===== src/rtl/prg_pkg.sv =====
// ----------------------------------------------------------------------------
// prg_pkg
// Types and constants shared by the ranged PCG32 generator: controller
// states, datapath command and status records, generator constants.
// ----------------------------------------------------------------------------
package prg_pkg;

   localparam int VALUE_WIDTH    = 64;
   localparam int HALF_WIDTH     = 32;
   localparam int CSR_DATA_WIDTH = 64;
   localparam int CSR_ADDR_WIDTH = 4;
   localparam int CSR_INDEX_LSB  = 3;
   localparam int DIV_CNT_WIDTH  = 6;
   localparam int STEP_WIDTH     = 3;

   localparam logic [VALUE_WIDTH-1:0] PCG_MULT = 64'h5851_F42D_4C95_7F2D;
   localparam int XS_SHIFT = 18;
   localparam int XS_POS   = 27;
   localparam int ROT_POS  = 59;
   localparam int ROT_WIDTH = 5;

   // register index, taken from paddr[CSR_INDEX_LSB]
   localparam logic REG_SEED = 1'b0;

   // draw steps: two advances of three multiply steps each
   localparam logic [STEP_WIDTH-1:0] STEP_LAST = 3'd5;

   typedef enum logic [2:0] {
      ST_IDLE,
      ST_SPAN,
      ST_CLASS,
      ST_LIMIT_DIV,
      ST_DRAW,
      ST_CHECK,
      ST_RESULT_DIV,
      ST_EMIT
   } ctrl_state_type;

   typedef enum logic [1:0] {
      MODE_RANGE,
      MODE_RAW,
      MODE_SINGLE
   } mode_type;

   typedef enum logic [1:0] {
      LCG_NONE,
      LCG_MUL_LO,
      LCG_MUL_MID,
      LCG_MUL_HI
   } lcg_op_type;

   typedef enum logic {
      DIV_FULL,
      DIV_DRAW
   } div_src_type;

   typedef enum logic [1:0] {
      OUT_RAW,
      OUT_MIN,
      OUT_SUM
   } out_sel_type;

   typedef struct packed {
      logic        load_req;
      logic        load_span;
      logic        div_start;
      div_src_type div_src;
      logic        load_limit;
      lcg_op_type  lcg_op;
      logic        load_out;
      out_sel_type out_sel;
   } prg_cmd_type;

   typedef struct packed {
      logic span_zero;
      logic span_one;
      logic reject;
      logic div_done;
   } prg_status_type;

endpackage


===== src/rtl/prg_if.sv =====
// ----------------------------------------------------------------------------
// prg_req_if / prg_rsp_if
// Valid/ready channels for range requests and random results.
// ----------------------------------------------------------------------------
interface prg_req_if;
   import prg_pkg::*;

   logic                          valid;
   logic                          ready;
   logic signed [VALUE_WIDTH-1:0] lower_bound;
   logic signed [VALUE_WIDTH-1:0] upper_bound;

   modport source (output valid, output lower_bound, output upper_bound, input ready);
   modport sink (input valid, input lower_bound, input upper_bound, output ready);
endinterface

interface prg_rsp_if;
   import prg_pkg::*;

   logic                          valid;
   logic                          ready;
   logic signed [VALUE_WIDTH-1:0] value;

   modport source (output valid, output value, input ready);
   modport sink (input valid, input value, output ready);
endinterface


===== src/rtl/prg_divider.sv =====
// ----------------------------------------------------------------------------
// prg_divider
// Restoring serial divider, one quotient bit per cycle; keeps the remainder.
// ----------------------------------------------------------------------------
module prg_divider (
   input  logic                             clock,
   input  logic                             reset,
   input  logic                             start,
   input  logic [prg_pkg::VALUE_WIDTH-1:0]  dividend,
   input  logic [prg_pkg::VALUE_WIDTH-1:0]  divisor,
   output logic [prg_pkg::VALUE_WIDTH-1:0]  remainder,
   output logic                             done
);
   import prg_pkg::*;

   logic [VALUE_WIDTH-1:0]   quo_ff, quo_in;
   logic [VALUE_WIDTH-1:0]   rem_ff, rem_in;
   logic [DIV_CNT_WIDTH-1:0] cnt_ff, cnt_in;
   logic                     busy_ff, busy_in;
   logic                     done_ff, done_in;
   logic [VALUE_WIDTH:0]     partial;
   logic [VALUE_WIDTH:0]     diff;

   assign partial = {rem_ff, quo_ff[VALUE_WIDTH-1]};
   assign diff    = partial - {1'b0, divisor};

   always_comb begin
      quo_in  = quo_ff;
      rem_in  = rem_ff;
      cnt_in  = cnt_ff;
      busy_in = busy_ff;
      done_in = 1'b0;
      if (start) begin
         quo_in  = dividend;
         rem_in  = '0;
         cnt_in  = '0;
         busy_in = 1'b1;
      end else if (busy_ff) begin
         quo_in = {quo_ff[VALUE_WIDTH-2:0], 1'b0};
         // subtract when the divisor fits, else keep the shifted partial
         if (!diff[VALUE_WIDTH]) begin
            rem_in = diff[VALUE_WIDTH-1:0];
         end else begin
            rem_in = partial[VALUE_WIDTH-1:0];
         end
         cnt_in = cnt_ff + 1'b1;
         if (cnt_ff == {DIV_CNT_WIDTH{1'b1}}) begin
            busy_in = 1'b0;
            done_in = 1'b1;
         end
      end
   end

   always_ff @(posedge clock) begin
      if (reset) begin
         busy_ff <= 1'b0;
         done_ff <= 1'b0;
         cnt_ff  <= '0;
      end else begin
         busy_ff <= busy_in;
         done_ff <= done_in;
         cnt_ff  <= cnt_in;
      end
   end

   always_ff @(posedge clock) begin
      quo_ff <= quo_in;
      rem_ff <= rem_in;
   end

   assign remainder = rem_ff;
   assign done      = done_ff;

endmodule


===== src/rtl/prg_datapath.sv =====
// ----------------------------------------------------------------------------
// prg_datapath
// Generator state, LCG advance in three multiply steps on one 32x32 multiplier, XSH-RR
// output, range registers, rejection limit and result register.
// ----------------------------------------------------------------------------
module prg_datapath (
   input  logic                                   clock,
   input  logic                                   reset,
   input  prg_pkg::prg_cmd_type                   cmd,
   output prg_pkg::prg_status_type                status,
   input  logic signed [prg_pkg::VALUE_WIDTH-1:0] req_lower,
   input  logic signed [prg_pkg::VALUE_WIDTH-1:0] req_upper,
   input  logic                                   seed_we,
   input  logic [prg_pkg::VALUE_WIDTH-1:0]        seed_wdata,
   output logic [prg_pkg::VALUE_WIDTH-1:0]        seed_value,
   output logic signed [prg_pkg::VALUE_WIDTH-1:0] out_value
);
   import prg_pkg::*;

   logic [VALUE_WIDTH-1:0] seed_ff, seed_in;
   logic [VALUE_WIDTH-1:0] inc_ff, inc_in;
   logic [VALUE_WIDTH-1:0] state_ff, state_in;
   logic [VALUE_WIDTH-1:0] acc_ff, acc_in;
   logic [VALUE_WIDTH-1:0] draw_ff, draw_in;
   logic [VALUE_WIDTH-1:0] min_ff, min_in;
   logic [VALUE_WIDTH-1:0] max_ff, max_in;
   logic [VALUE_WIDTH-1:0] span_ff, span_in;
   logic [VALUE_WIDTH-1:0] limit_ff, limit_in;
   logic [VALUE_WIDTH-1:0] out_value_ff, out_value_in;

   logic [HALF_WIDTH-1:0]  mul_a, mul_b;
   logic [VALUE_WIDTH-1:0] mul_p;
   logic [VALUE_WIDTH-1:0] mul_upper;
   logic [VALUE_WIDTH-1:0] xsh;
   logic [HALF_WIDTH-1:0]  xs;
   logic [ROT_WIDTH-1:0]   rot;
   logic [VALUE_WIDTH-1:0] rot_pair;
   logic [HALF_WIDTH-1:0]  out32;
   logic [VALUE_WIDTH-1:0] div_dividend;
   logic [VALUE_WIDTH-1:0] div_rem;
   logic                   div_done;

   // multiplier operands by phase
   always_comb begin
      case (cmd.lcg_op)
         LCG_MUL_LO: begin
            mul_a = state_ff[HALF_WIDTH-1:0];
            mul_b = PCG_MULT[HALF_WIDTH-1:0];
         end
         LCG_MUL_MID: begin
            mul_a = state_ff[VALUE_WIDTH-1:HALF_WIDTH];
            mul_b = PCG_MULT[HALF_WIDTH-1:0];
         end
         LCG_MUL_HI: begin
            mul_a = state_ff[HALF_WIDTH-1:0];
            mul_b = PCG_MULT[VALUE_WIDTH-1:HALF_WIDTH];
         end
         default: begin
            mul_a = '0;
            mul_b = '0;
         end
      endcase
   end

   assign mul_p     = {{HALF_WIDTH{1'b0}}, mul_a} * {{HALF_WIDTH{1'b0}}, mul_b};
   assign mul_upper = {mul_p[HALF_WIDTH-1:0], {HALF_WIDTH{1'b0}}};

   // XSH-RR output from the state before the advance
   assign xsh      = state_ff ^ (state_ff >> XS_SHIFT);
   assign xs       = xsh[XS_POS +: HALF_WIDTH];
   assign rot      = state_ff[ROT_POS +: ROT_WIDTH];
   assign rot_pair = {xs, xs} >> rot;
   assign out32    = rot_pair[HALF_WIDTH-1:0];

   always_comb begin
      seed_in  = seed_ff;
      inc_in   = inc_ff;
      state_in = state_ff;
      acc_in   = acc_ff;
      draw_in  = draw_ff;
      case (cmd.lcg_op)
         LCG_MUL_LO:  acc_in = mul_p + inc_ff;
         LCG_MUL_MID: acc_in = acc_ff + mul_upper;
         LCG_MUL_HI: begin
            state_in = acc_ff + mul_upper;
            draw_in  = {draw_ff[HALF_WIDTH-1:0], out32};
         end
         default: begin
            acc_in = acc_ff;
         end
      endcase
      // a fresh stream starts with the state equal to its increment
      if (seed_we) begin
         seed_in  = seed_wdata;
         inc_in   = {seed_wdata[VALUE_WIDTH-2:0], 1'b1};
         state_in = {seed_wdata[VALUE_WIDTH-2:0], 1'b1};
      end
   end

   // order the bounds by signed compare
   always_comb begin
      min_in = min_ff;
      max_in = max_ff;
      if (cmd.load_req) begin
         if (req_lower > req_upper) begin
            min_in = req_upper;
            max_in = req_lower;
         end else begin
            min_in = req_lower;
            max_in = req_upper;
         end
      end
   end

   assign span_in  = cmd.load_span ? (max_ff - min_ff + 64'd1) : span_ff;
   assign limit_in = cmd.load_limit ? ({VALUE_WIDTH{1'b1}} - div_rem) : limit_ff;

   always_comb begin
      out_value_in = out_value_ff;
      if (cmd.load_out) begin
         case (cmd.out_sel)
            OUT_RAW: out_value_in = draw_ff;
            OUT_MIN: out_value_in = min_ff;
            OUT_SUM: out_value_in = min_ff + div_rem;
            default: out_value_in = out_value_ff;
         endcase
      end
   end

   assign div_dividend = (cmd.div_src == DIV_FULL) ? {VALUE_WIDTH{1'b1}} : draw_ff;

   prg_divider u_divider (
      .clock     (clock),
      .reset     (reset),
      .start     (cmd.div_start),
      .dividend  (div_dividend),
      .divisor   (span_ff),
      .remainder (div_rem),
      .done      (div_done)
   );

   always_ff @(posedge clock) begin
      if (reset) begin
         seed_ff  <= '0;
         inc_ff   <= 64'd1;
         state_ff <= 64'd1;
      end else begin
         seed_ff  <= seed_in;
         inc_ff   <= inc_in;
         state_ff <= state_in;
      end
   end

   always_ff @(posedge clock) begin
      acc_ff       <= acc_in;
      draw_ff      <= draw_in;
      min_ff       <= min_in;
      max_ff       <= max_in;
      span_ff      <= span_in;
      limit_ff     <= limit_in;
      out_value_ff <= out_value_in;
   end

   assign status.span_zero = (span_ff == '0);
   assign status.span_one  = (span_ff == 64'd1);
   assign status.reject    = (draw_ff >= limit_ff);
   assign status.div_done  = div_done;

   assign seed_value = seed_ff;
   assign out_value  = out_value_ff;

endmodule


===== src/rtl/prg_ctrl.sv =====
// ----------------------------------------------------------------------------
// prg_ctrl
// Sequencer for one request: span, rejection limit, draws, final modulo,
// and the valid flag of the result register.
// ----------------------------------------------------------------------------
module prg_ctrl (
   input  logic                     clock,
   input  logic                     reset,
   input  logic                     req_valid,
   output logic                     req_ready,
   output logic                     rsp_valid,
   input  logic                     rsp_ready,
   input  prg_pkg::prg_status_type  status,
   output prg_pkg::prg_cmd_type     cmd
);
   import prg_pkg::*;

   ctrl_state_type        state_ff, state_in;
   mode_type              mode_ff, mode_in;
   logic [STEP_WIDTH-1:0] step_ff, step_in;
   logic                  out_valid_ff, out_valid_in;
   logic                  out_free;

   assign out_free = !out_valid_ff || rsp_ready;

   // next state
   always_comb begin
      state_in = state_ff;
      mode_in  = mode_ff;
      step_in  = step_ff;
      case (state_ff)
         ST_IDLE: begin
            if (req_valid) begin
               state_in = ST_SPAN;
            end
         end
         ST_SPAN: state_in = ST_CLASS;
         ST_CLASS: begin
            step_in = '0;
            if (status.span_zero) begin
               mode_in  = MODE_RAW;
               state_in = ST_DRAW;
            end else if (status.span_one) begin
               mode_in  = MODE_SINGLE;
               state_in = ST_EMIT;
            end else begin
               mode_in  = MODE_RANGE;
               state_in = ST_LIMIT_DIV;
            end
         end
         ST_LIMIT_DIV: begin
            step_in = '0;
            if (status.div_done) begin
               state_in = ST_DRAW;
            end
         end
         ST_DRAW: begin
            step_in = step_ff + 1'b1;
            if (step_ff == STEP_LAST) begin
               state_in = (mode_ff == MODE_RAW) ? ST_EMIT : ST_CHECK;
            end
         end
         ST_CHECK: begin
            step_in = '0;
            // redraw until below the limit
            state_in = status.reject ? ST_DRAW : ST_RESULT_DIV;
         end
         ST_RESULT_DIV: begin
            if (status.div_done) begin
               state_in = ST_EMIT;
            end
         end
         ST_EMIT: begin
            if (out_free) begin
               state_in = ST_IDLE;
            end
         end
         default: state_in = ST_IDLE;
      endcase
   end

   // outputs
   always_comb begin
      cmd            = '0;
      cmd.lcg_op     = LCG_NONE;
      cmd.div_src    = DIV_FULL;
      cmd.out_sel    = OUT_SUM;
      req_ready      = 1'b0;
      case (state_ff)
         ST_IDLE: begin
            req_ready    = 1'b1;
            cmd.load_req = req_valid;
         end
         ST_SPAN: cmd.load_span = 1'b1;
         ST_CLASS: begin
            cmd.div_start = !status.span_zero && !status.span_one;
            cmd.div_src   = DIV_FULL;
         end
         ST_LIMIT_DIV: cmd.load_limit = status.div_done;
         ST_DRAW: begin
            case (step_ff)
               3'd0, 3'd3: cmd.lcg_op = LCG_MUL_LO;
               3'd1, 3'd4: cmd.lcg_op = LCG_MUL_MID;
               3'd2, 3'd5: cmd.lcg_op = LCG_MUL_HI;
               default:    cmd.lcg_op = LCG_NONE;
            endcase
         end
         ST_CHECK: begin
            cmd.div_start = !status.reject;
            cmd.div_src   = DIV_DRAW;
         end
         ST_RESULT_DIV: cmd.div_src = DIV_DRAW;
         ST_EMIT: begin
            cmd.load_out = out_free;
            case (mode_ff)
               MODE_RAW:    cmd.out_sel = OUT_RAW;
               MODE_SINGLE: cmd.out_sel = OUT_MIN;
               default:     cmd.out_sel = OUT_SUM;
            endcase
         end
         default: cmd.lcg_op = LCG_NONE;
      endcase
   end

   always_comb begin
      out_valid_in = out_valid_ff;
      if (cmd.load_out) begin
         out_valid_in = 1'b1;
      end else if (rsp_ready) begin
         out_valid_in = 1'b0;
      end
   end

   always_ff @(posedge clock) begin
      if (reset) begin
         state_ff     <= ST_IDLE;
         mode_ff      <= MODE_RANGE;
         step_ff      <= '0;
         out_valid_ff <= 1'b0;
      end else begin
         state_ff     <= state_in;
         mode_ff      <= mode_in;
         step_ff      <= step_in;
         out_valid_ff <= out_valid_in;
      end
   end

   assign rsp_valid = out_valid_ff;

endmodule


===== src/rtl/pcg32_ranged_random_generator.sv =====
// ----------------------------------------------------------------------------
// pcg32_ranged_random_generator
// PCG32 XSH-RR generator answering ranged 64-bit requests by rejection sampling.
// ----------------------------------------------------------------------------
// A bounded range takes two passes of the serial remainder unit and a draw
// (two LCG advances on one 32x32 multiplier); each rejected draw is redone.
// A full range needs only the draw, a single-value range neither. One
// request at a time; the next is taken in the cycle after the result is
// loaded. Synchronous reset: state and increment 1, seed 0, result
// register empty.
module pcg32_ranged_random_generator (
   input  logic                                 clock,
   input  logic                                 reset,
   prg_req_if.sink                              req_ch,
   prg_rsp_if.source                            rsp_ch,
   input  logic                                 csr_psel,
   input  logic                                 csr_penable,
   input  logic                                 csr_pwrite,
   input  logic [prg_pkg::CSR_ADDR_WIDTH-1:0]   csr_paddr,
   input  logic [prg_pkg::CSR_DATA_WIDTH-1:0]   csr_pwdata,
   output logic [prg_pkg::CSR_DATA_WIDTH-1:0]   csr_prdata,
   output logic                                 csr_pready
);
   import prg_pkg::*;

   prg_cmd_type            cmd;
   prg_status_type         status;
   logic                   seed_we;
   logic [VALUE_WIDTH-1:0] seed_value;

   assign csr_pready = 1'b1;
   assign seed_we    = csr_psel && csr_penable && csr_pwrite && csr_pready
                       && (csr_paddr[CSR_INDEX_LSB] == REG_SEED);
   assign csr_prdata = (csr_paddr[CSR_INDEX_LSB] == REG_SEED) ? seed_value : '0;

   prg_ctrl u_ctrl (
      .clock     (clock),
      .reset     (reset),
      .req_valid (req_ch.valid),
      .req_ready (req_ch.ready),
      .rsp_valid (rsp_ch.valid),
      .rsp_ready (rsp_ch.ready),
      .status    (status),
      .cmd       (cmd)
   );

   prg_datapath u_datapath (
      .clock      (clock),
      .reset      (reset),
      .cmd        (cmd),
      .status     (status),
      .req_lower  (req_ch.lower_bound),
      .req_upper  (req_ch.upper_bound),
      .seed_we    (seed_we),
      .seed_wdata (csr_pwdata),
      .seed_value (seed_value),
      .out_value  (rsp_ch.value)
   );

endmodule

===== src/flat_wrapper.sv =====
// flat-port wrapper written by rule: the top's interface ports become plain ports
module pcg32_ranged_random_generator_flat import prg_pkg::*;
  (clock, reset, csr_psel, csr_penable, csr_pwrite, csr_paddr, csr_pwdata, csr_prdata, csr_pready, req_ch_valid, req_ch_lower_bound, req_ch_upper_bound, req_ch_ready, rsp_ch_valid, rsp_ch_value, rsp_ch_ready);
  prg_req_if req_ch_i ();
  prg_rsp_if rsp_ch_i ();
  input  logic clock;
  input  logic reset;
  input  logic csr_psel;
  input  logic csr_penable;
  input  logic csr_pwrite;
  input  logic [prg_pkg::CSR_ADDR_WIDTH-1:0] csr_paddr;
  input  logic [prg_pkg::CSR_DATA_WIDTH-1:0] csr_pwdata;
  output logic [prg_pkg::CSR_DATA_WIDTH-1:0] csr_prdata;
  output logic csr_pready;
  input wire logic [$bits(req_ch_i.valid)-1:0] req_ch_valid;
  input wire logic [$bits(req_ch_i.lower_bound)-1:0] req_ch_lower_bound;
  input wire logic [$bits(req_ch_i.upper_bound)-1:0] req_ch_upper_bound;
  output wire logic [$bits(req_ch_i.ready)-1:0] req_ch_ready;
  output wire logic [$bits(rsp_ch_i.valid)-1:0] rsp_ch_valid;
  output wire logic [$bits(rsp_ch_i.value)-1:0] rsp_ch_value;
  input wire logic [$bits(rsp_ch_i.ready)-1:0] rsp_ch_ready;
  assign req_ch_i.valid = req_ch_valid;
  assign req_ch_i.lower_bound = req_ch_lower_bound;
  assign req_ch_i.upper_bound = req_ch_upper_bound;
  assign req_ch_ready = req_ch_i.ready;
  assign rsp_ch_valid = rsp_ch_i.valid;
  assign rsp_ch_value = rsp_ch_i.value;
  assign rsp_ch_i.ready = rsp_ch_ready;
  pcg32_ranged_random_generator u_core (.clock(clock), .reset(reset), .req_ch(req_ch_i), .rsp_ch(rsp_ch_i), .csr_psel(csr_psel), .csr_penable(csr_penable), .csr_pwrite(csr_pwrite), .csr_paddr(csr_paddr), .csr_pwdata(csr_pwdata), .csr_prdata(csr_prdata), .csr_pready(csr_pready));
endmodule

===== config.mk =====
export PLATFORM = sky130hd
export DESIGN_NAME = pcg32_ranged_random_generator_flat
export DESIGN_NICKNAME = d
export VERILOG_FILES = /design/src/rtl/prg_pkg.sv /design/src/rtl/prg_if.sv /design/src/rtl/prg_divider.sv /design/src/rtl/prg_datapath.sv /design/src/rtl/prg_ctrl.sv /design/src/rtl/pcg32_ranged_random_generator.sv /design/src/flat_wrapper.sv
export SDC_FILE = /design/constraint.sdc
export NUM_CORES = 2
export LEC_CHECK = 0
export BUFFER_PORTS_ARGS = -buffer_cell sky130_fd_sc_hd__buf_2
export CAP_MARGIN = 20
export CELL_PAD_IN_SITES_DETAIL_PLACEMENT = 0
export CELL_PAD_IN_SITES_GLOBAL_PLACEMENT = 2
export CORE_UTILIZATION = 45
export DETAILED_ROUTE_END_ITERATION = 7
export PLACE_DENSITY_LB_ADDON = 0.1
export SLEW_MARGIN = 5
export SYNTH_ARGS = -nofsm -noshare
export SYNTH_HDL_FRONTEND = slang
export SYNTH_HIERARCHICAL = 1
export SYNTH_SLANG_ARGS = --single-unit

===== constraint.sdc =====
create_clock -name clock -period 36.8 [get_ports clock]
set_clock_uncertainty 0.2 [all_clocks]
set_input_delay 7.36 -clock clock [delete_from_list [all_inputs] [get_ports clock]]
set_output_delay 7.36 -clock clock [all_outputs]
set_load 0.1 [all_outputs]

# After elaboration in Yosys (flattened, before gate mapping)
# Cells that the tools add are included.
totals:
  reg_bits: 784
  inputBits: 203
  output_inout_bits: 131
  wordCells: 135
op_classes:
  add_sub_neg: 9
  n_mul: 1
  order_cmp: 2
  eq_ne: 26
  shifts: 1
  n_mux: 42
  n_bitwise: 3
  reduce_logical: 31
op_table:
  columns: ["operator", "count"]
  rows:
  - ["two-way mux 64 bit", 9]
  - ["adder 64 bit", 3]
  - ["one-hot mux 64 bit (3 select lines)", 1]
  - ["one-hot mux 64 bit (2 select lines)", 1]
  - ["subtractor 65 x 64 -> 65 bit", 1]
  - ["adder 64 x 1 -> 64 bit, second input constant", 1]
  - ["equality test 64 x 1 -> 1 bit, second input constant", 1]
  - [">= comparator 64 bit", 1]
  - ["> comparator 64 bit", 1]
  - ["zero test 64 bit", 1]
  - ["one-hot mux 32 bit (2 select lines)", 1]
  - [">> shifter 64 x 5 -> 32 bit", 1]
  - ["subtractor 64 bit", 1]
  - ["subtractor 64 bit, first input constant", 1]
  - ["multiplier 32 x 31 -> 63 bit", 1]
  - ["one-hot mux 31 bit (2 select lines)", 1]
  - ["XOR 59 x 46 -> 59 bit", 1]
  - ["two-way mux 3 bit", 8]
  - ["one-hot mux 3 bit (8 select lines)", 1]
  - ["equality test 3 bit, second input constant", 6]
  - ["OR reduction 2 bit", 8]
  - ["equality test 3 x 2 -> 1 bit, second input constant", 4]
  - ["two-way mux 1 bit", 11]
  - ["two-way mux 2 bit", 5]
  - ["other kinds (23)", 45]

# Depth between registers and ports, before layout
depth:
  ltp_word: 11
  mapped_depth: 54

# Cells and area by module
# The synthesis kept the hierarchy.
modules_own_cells:
  columns: ["mod", "n_inst", "cells_per_inst", "area_per_inst_um2"]
  rows:
  - ["prg_datapath", 1, 6627, 64149.0]
  - ["prg_divider", 1, 1174, 10229.8]
  - ["prg_ctrl", 1, 96, 740.7]
  - ["pcg32_ranged_random_generator", 1, 74, 569.3]

# Worst setup path after synthesis
# OpenSTA, ideal clock, no wires.
synth_path:
  kind: "input -> output"
  startpoint: "in csr_paddr[3] in the netlist's numbering"
  endpoint: "out csr_prdata[32] in the netlist's numbering"
  arrival_ns: 8.968
  required_time_ns: 29.240
  slack_ns: 20.272
  path_stages: 3
  path_buffers: 2
  path_cell_list: "buf_6 -> buf_6 -> nor2b_1"
synth_via:
  elab_chain_cells: 1
synth_rtl:
  columns: ["item", "line_no", "source"]
  rows:
  - ["start: declaration", "flat_wrapper.sv:11", "input logic [prg_pkg::CSR_ADDR_WIDTH-1:0] csr_paddr;"]
  - ["two-way mux 64 bit", "pcg32_ranged_random_generator.sv:34", "assign csr_prdata = (csr_paddr[CSR_INDEX_LSB] == REG_SEED) ? seed_value : '0;"]
  - ["end: declaration", "flat_wrapper.sv:13", "output logic [prg_pkg::CSR_DATA_WIDTH-1:0] csr_prdata;"]
# Every way passes these cells.

# Worst setup path in the final report
layout_path:
  startpoint: "in csr_paddr[3] in the netlist's numbering"
  endpoint: "out csr_prdata[49] in the netlist's numbering"
# Same word-level chain as after synthesis.

==> results.toml <==
[outcome]
status = "finished, final reports clean"

[min_path]
worst_hold_path_type = "flip-flop to flip-flop"

[logic_synthesis]
netlist_instances = 7971
ys_async_sr_fraction = 0
syn-mean-instance-area_um2 = 9.496
netlist_area_mm2 = 0.07569
synth-edff-count = 512
seq_area_frac_synth = 0.2584
synthDistinctLibCells = 117
yosys_warnings = 6
syn-num-nets = 9694
synthFlopType = "edfxtp_1"
synth.ff_latch_count = 721

[final_layout]
design.final.nets = 9892
final_layout_size_suffix_gt1_frac = 0.1086
layout.filler_cells = 16013
fin_cells = 10448
flow.area_growth_from_synthesis_pct = 8.735

[floorplanning]
dieHeight_um = 412.1
design.die.area_mm2 = 0.1698
io_pins = 334
initial_utilization = 0.4531
placement_rows = 150
die_width_um = 412.1
area_of_the_core_mm2 = 0.1670

[drt]
num_vias = 58243
top_layer_in_use = "met4"
wl_met1_um = 108400
met2RoutedLength_um = 121000
initialDrtViolationCount = 3604
ant_nets = 0
totalWireLength_um = 249500
met3RoutedLength_um = 8632
drc = 0
firstDrtPassIters = 6
via_per_inst = 5.575
wire_per_inst_um = 23.88

[setup_path]
start_kind = "primary input"
critical_path.max_fanout = 65
data_required_time_at_the_worst_endpoint_ns = 29.24
timing.critical_path.slowest_stage_cell = "buf_4"
worst_path_dominant_cell_family = "buffers and inverters"
worst_path_largest_cell_delay_ns = 0.60
worstSetupEndpointType = "primary output"
critical_path_buffers_and_inverters = 3
path_cells = "buf_2 -> buf_4 -> nor2b_1 -> buf_2"
worst_path_most_repeated_cell = "buf_2"
timing.setup.critical_path_class = "primary input to primary output"
cp.arrival_ns = 8.58

[timing]
setup_tns_ns = 0
rsz0062_at_grt = "no"
period_share = 0.4385
final_period_minus_worst_setup_slack_ns = 16.14
tightestPinTransition_ns = 1.118
maxSlewViolCount = 0
max_freq_mhz = 61.97
max-slew-margin-rel = 0.2490
finalHoldViolCount = 0
setup-violations-final = 0

[global_routing]
grt-ovfl-total = 0
grt_start_max_net_pins = 91
grt_usage = 0.2934
first_pass_grt_wire_length_um = 373400
initial_antenna_violation_count = 4
grt_pass1_vias = 58816

[clock_network]
ctsResizeCount = 0
cts-buffers-inserted = 89
clkSinkCount = 721
cts_hold_buf = 0
h-tree-depth = 3
cts.repair_timing.setup_buffer_count = 0
cts_max_path_buffers = 3
tritoncts = "built"
clk_root_buffer_cell = "clkbuf_16"
clk_transition_reported_paths_ns = 0.07
insertion_delay_of_the_later_clocked_pin_in_the_worst_skew_pair_ns = 0.71

[place]
detailed_place_hpwl_um = 204800
port-buffer-count = 329
post-place-cells = 10282
gp_congestion = 0.9538

[job]
maxCapViolCount = 0

[power_and_ir_drop]
power_leakage_nw = 39.45
post-layout-total-power_mw = 3.835
power_per_unit_of_standard_cell_area_mw_per_mm2 = 46.60
ir_worst_vdd_mv = 0.04112
==> synth_stat cells (all sizes together), types with 26 or more instances <==
cell,count,area [µm²]
o221ai,35,319.1
inv,1226,4602
nor4,26,162.7
o21a,41,307.8
nand4,92,575.6
a221oi,40,356.6
mux2,207,2331
a21oi,528,2688
and2,89,556.8
xor2,135,1182
a31oi,55,356.6
nand2b,91,576.8
edfxtp,512,15370
dfxtp,209,4184
clkbuf,204,768.2
a211oi,52,420.4
o21ai,316,1593
nand3,85,435.4
mux2i,164,1642
nor3,57,290.3
and3,45,286.5
nor2b,134,915.9
nor2,517,1959
a21o,275,2072
xnor2,214,1874
buf,94,678.2
nand2,557,2098
o21bai,56,424.2
fa,544,10890
ha,976,12210
a311oi,63,695.7
a22oi,48,365.3
o211ai,28,210.2
==> where the power goes <==
group          switching [mW]  leakage [nW]  internal [mW]  total (mW)
clock network           0.373          1.45          0.527       0.900
registers               0.131          6.44           1.03        1.17
logic                    1.11          31.6          0.660        1.77
total                    1.61          39.4           2.22        3.83
==> sequential cells by signal (all words and copies together) (netlist names), 2 cells and up <==
| signal | count |
|---|---|
| u_core/u_datapath/u_divider/remainder | 64 |
| u_core/u_datapath/min_ff | 64 |
| u_core/u_datapath/span_ff | 64 |
| u_core/u_ctrl/state_ff | 3 |
| u_core/u_datapath/out_value | 64 |
| u_core/u_datapath/limit_ff | 64 |
| u_core/u_datapath/u_divider/cnt_ff | 6 |
| u_core/u_datapath/max_ff | 64 |
| u_core/u_datapath/seed_value | 64 |
| u_core/u_datapath/draw_ff | 64 |
| u_core/u_ctrl/mode_ff | 2 |
| u_core/u_datapath/state_ff | 64 |
| u_core/u_datapath/acc_ff | 64 |
| u_core/u_ctrl/step_ff | 3 |
| u_core/u_datapath/u_divider/quo_ff | 64 |
==> final cells by class <==
class | instances | area, µm² | area share
Antenna cell | 3 | 7.507 | 0.00009122
Clock buffer | 115 | 2441 | 0.02966
Clock inverter | 48 | 505.5 | 0.006142
Inverter | 1227 | 4606 | 0.05596
Multi-Input combinational cell | 5725 | 50200 | 0.6100
Sequential cell | 721 | 19560 | 0.2377
Tap cell | 2204 | 2758 | 0.03351
Timing Repair Buffer | 405 | 2220 | 0.02697
==> final timing paths <==
path / depth (start not counted) / slack (ns) / endpoint / from
hold reg to reg: 2 / 0.28 / u_core/u_datapath/state_ff[0] / u_core/u_datapath/acc_ff[0]
setup reg to reg: 46 / 22.20 / u_core/u_datapath/acc_ff[61] / u_core/u_ctrl/state_ff[2]
setup / recovery: 4 / 20.66 / csr_prdata[49] / csr_paddr[3]
hold / removal: 2 / 0.28 / u_core/u_datapath/state_ff[0] / u_core/u_datapath/acc_ff[0]
==> cell usage in the layout, fill, tap and decap left out, types with 135 or more instances in the layout <==
cell and instances:
ha_1 971, nand2_1 555, edfxtp_1 512, xor2_1 135, fa_1 544, a21o_1 274, mux2i_1 164, a21oi_1 516
o21ai_0 299, dfxtp_1 208, nor2_1 513, inv_1 1221, buf_2 328, mux2_2 186, xnor2_1 214
==> routing by layer <==
layer | vias to the layer above | global-route usage
met4 | 0 | 0.1215
met1 | 28680 | 0.3792
met2 | 1310 | 0.5016
met5 | - | 0
li1 | 27923 | -
met3 | 330 | 0.02708
==> logic make-up (layout without fill, tap and decap cells) <==
kind of cell,Yosys count,in the layout,synth area share
buffers and inverters,1525,1795,0.07996
AOI/OAI and AO/OA,1702,1702,0.1499
DFF,721,721,0.2584
xor gates and xnor gates,349,349,0.04038
muxes,375,375,0.05368
adders and majority gates,1520,1520,0.3052
other,1,4,0.00004954
and+or+nand+nor,1778,1778,0.1124
==> through the flow <==
stage | util | cell area [µm²] | hold slack [ns] | setup WS [ns]
2_1_floorplan | - | 75690 | 0.2264 | 20.27
3_3_place_gp | 0.4750 | 79340 | 0.2562 | 20.73
3_5_place_dp | 0.4750 | 79350 | 0.2593 | 20.67
4_1_cts | 0.4927 | 82290 | 0.2768 | 20.66
5_1_grt | 0.4927 | 82290 | 0.3250 | 20.58
6_report | 0.4927 | 82300 | 0.2807 | 20.66
==> worst min-delay path, cell delays in order (launching register included) <==
cell      delay (ns)
edfxtp_1        0.33
mux2i_1         0.07
nand2_1         0.06
Note: power is estimated with default switching activity, not from simulation.
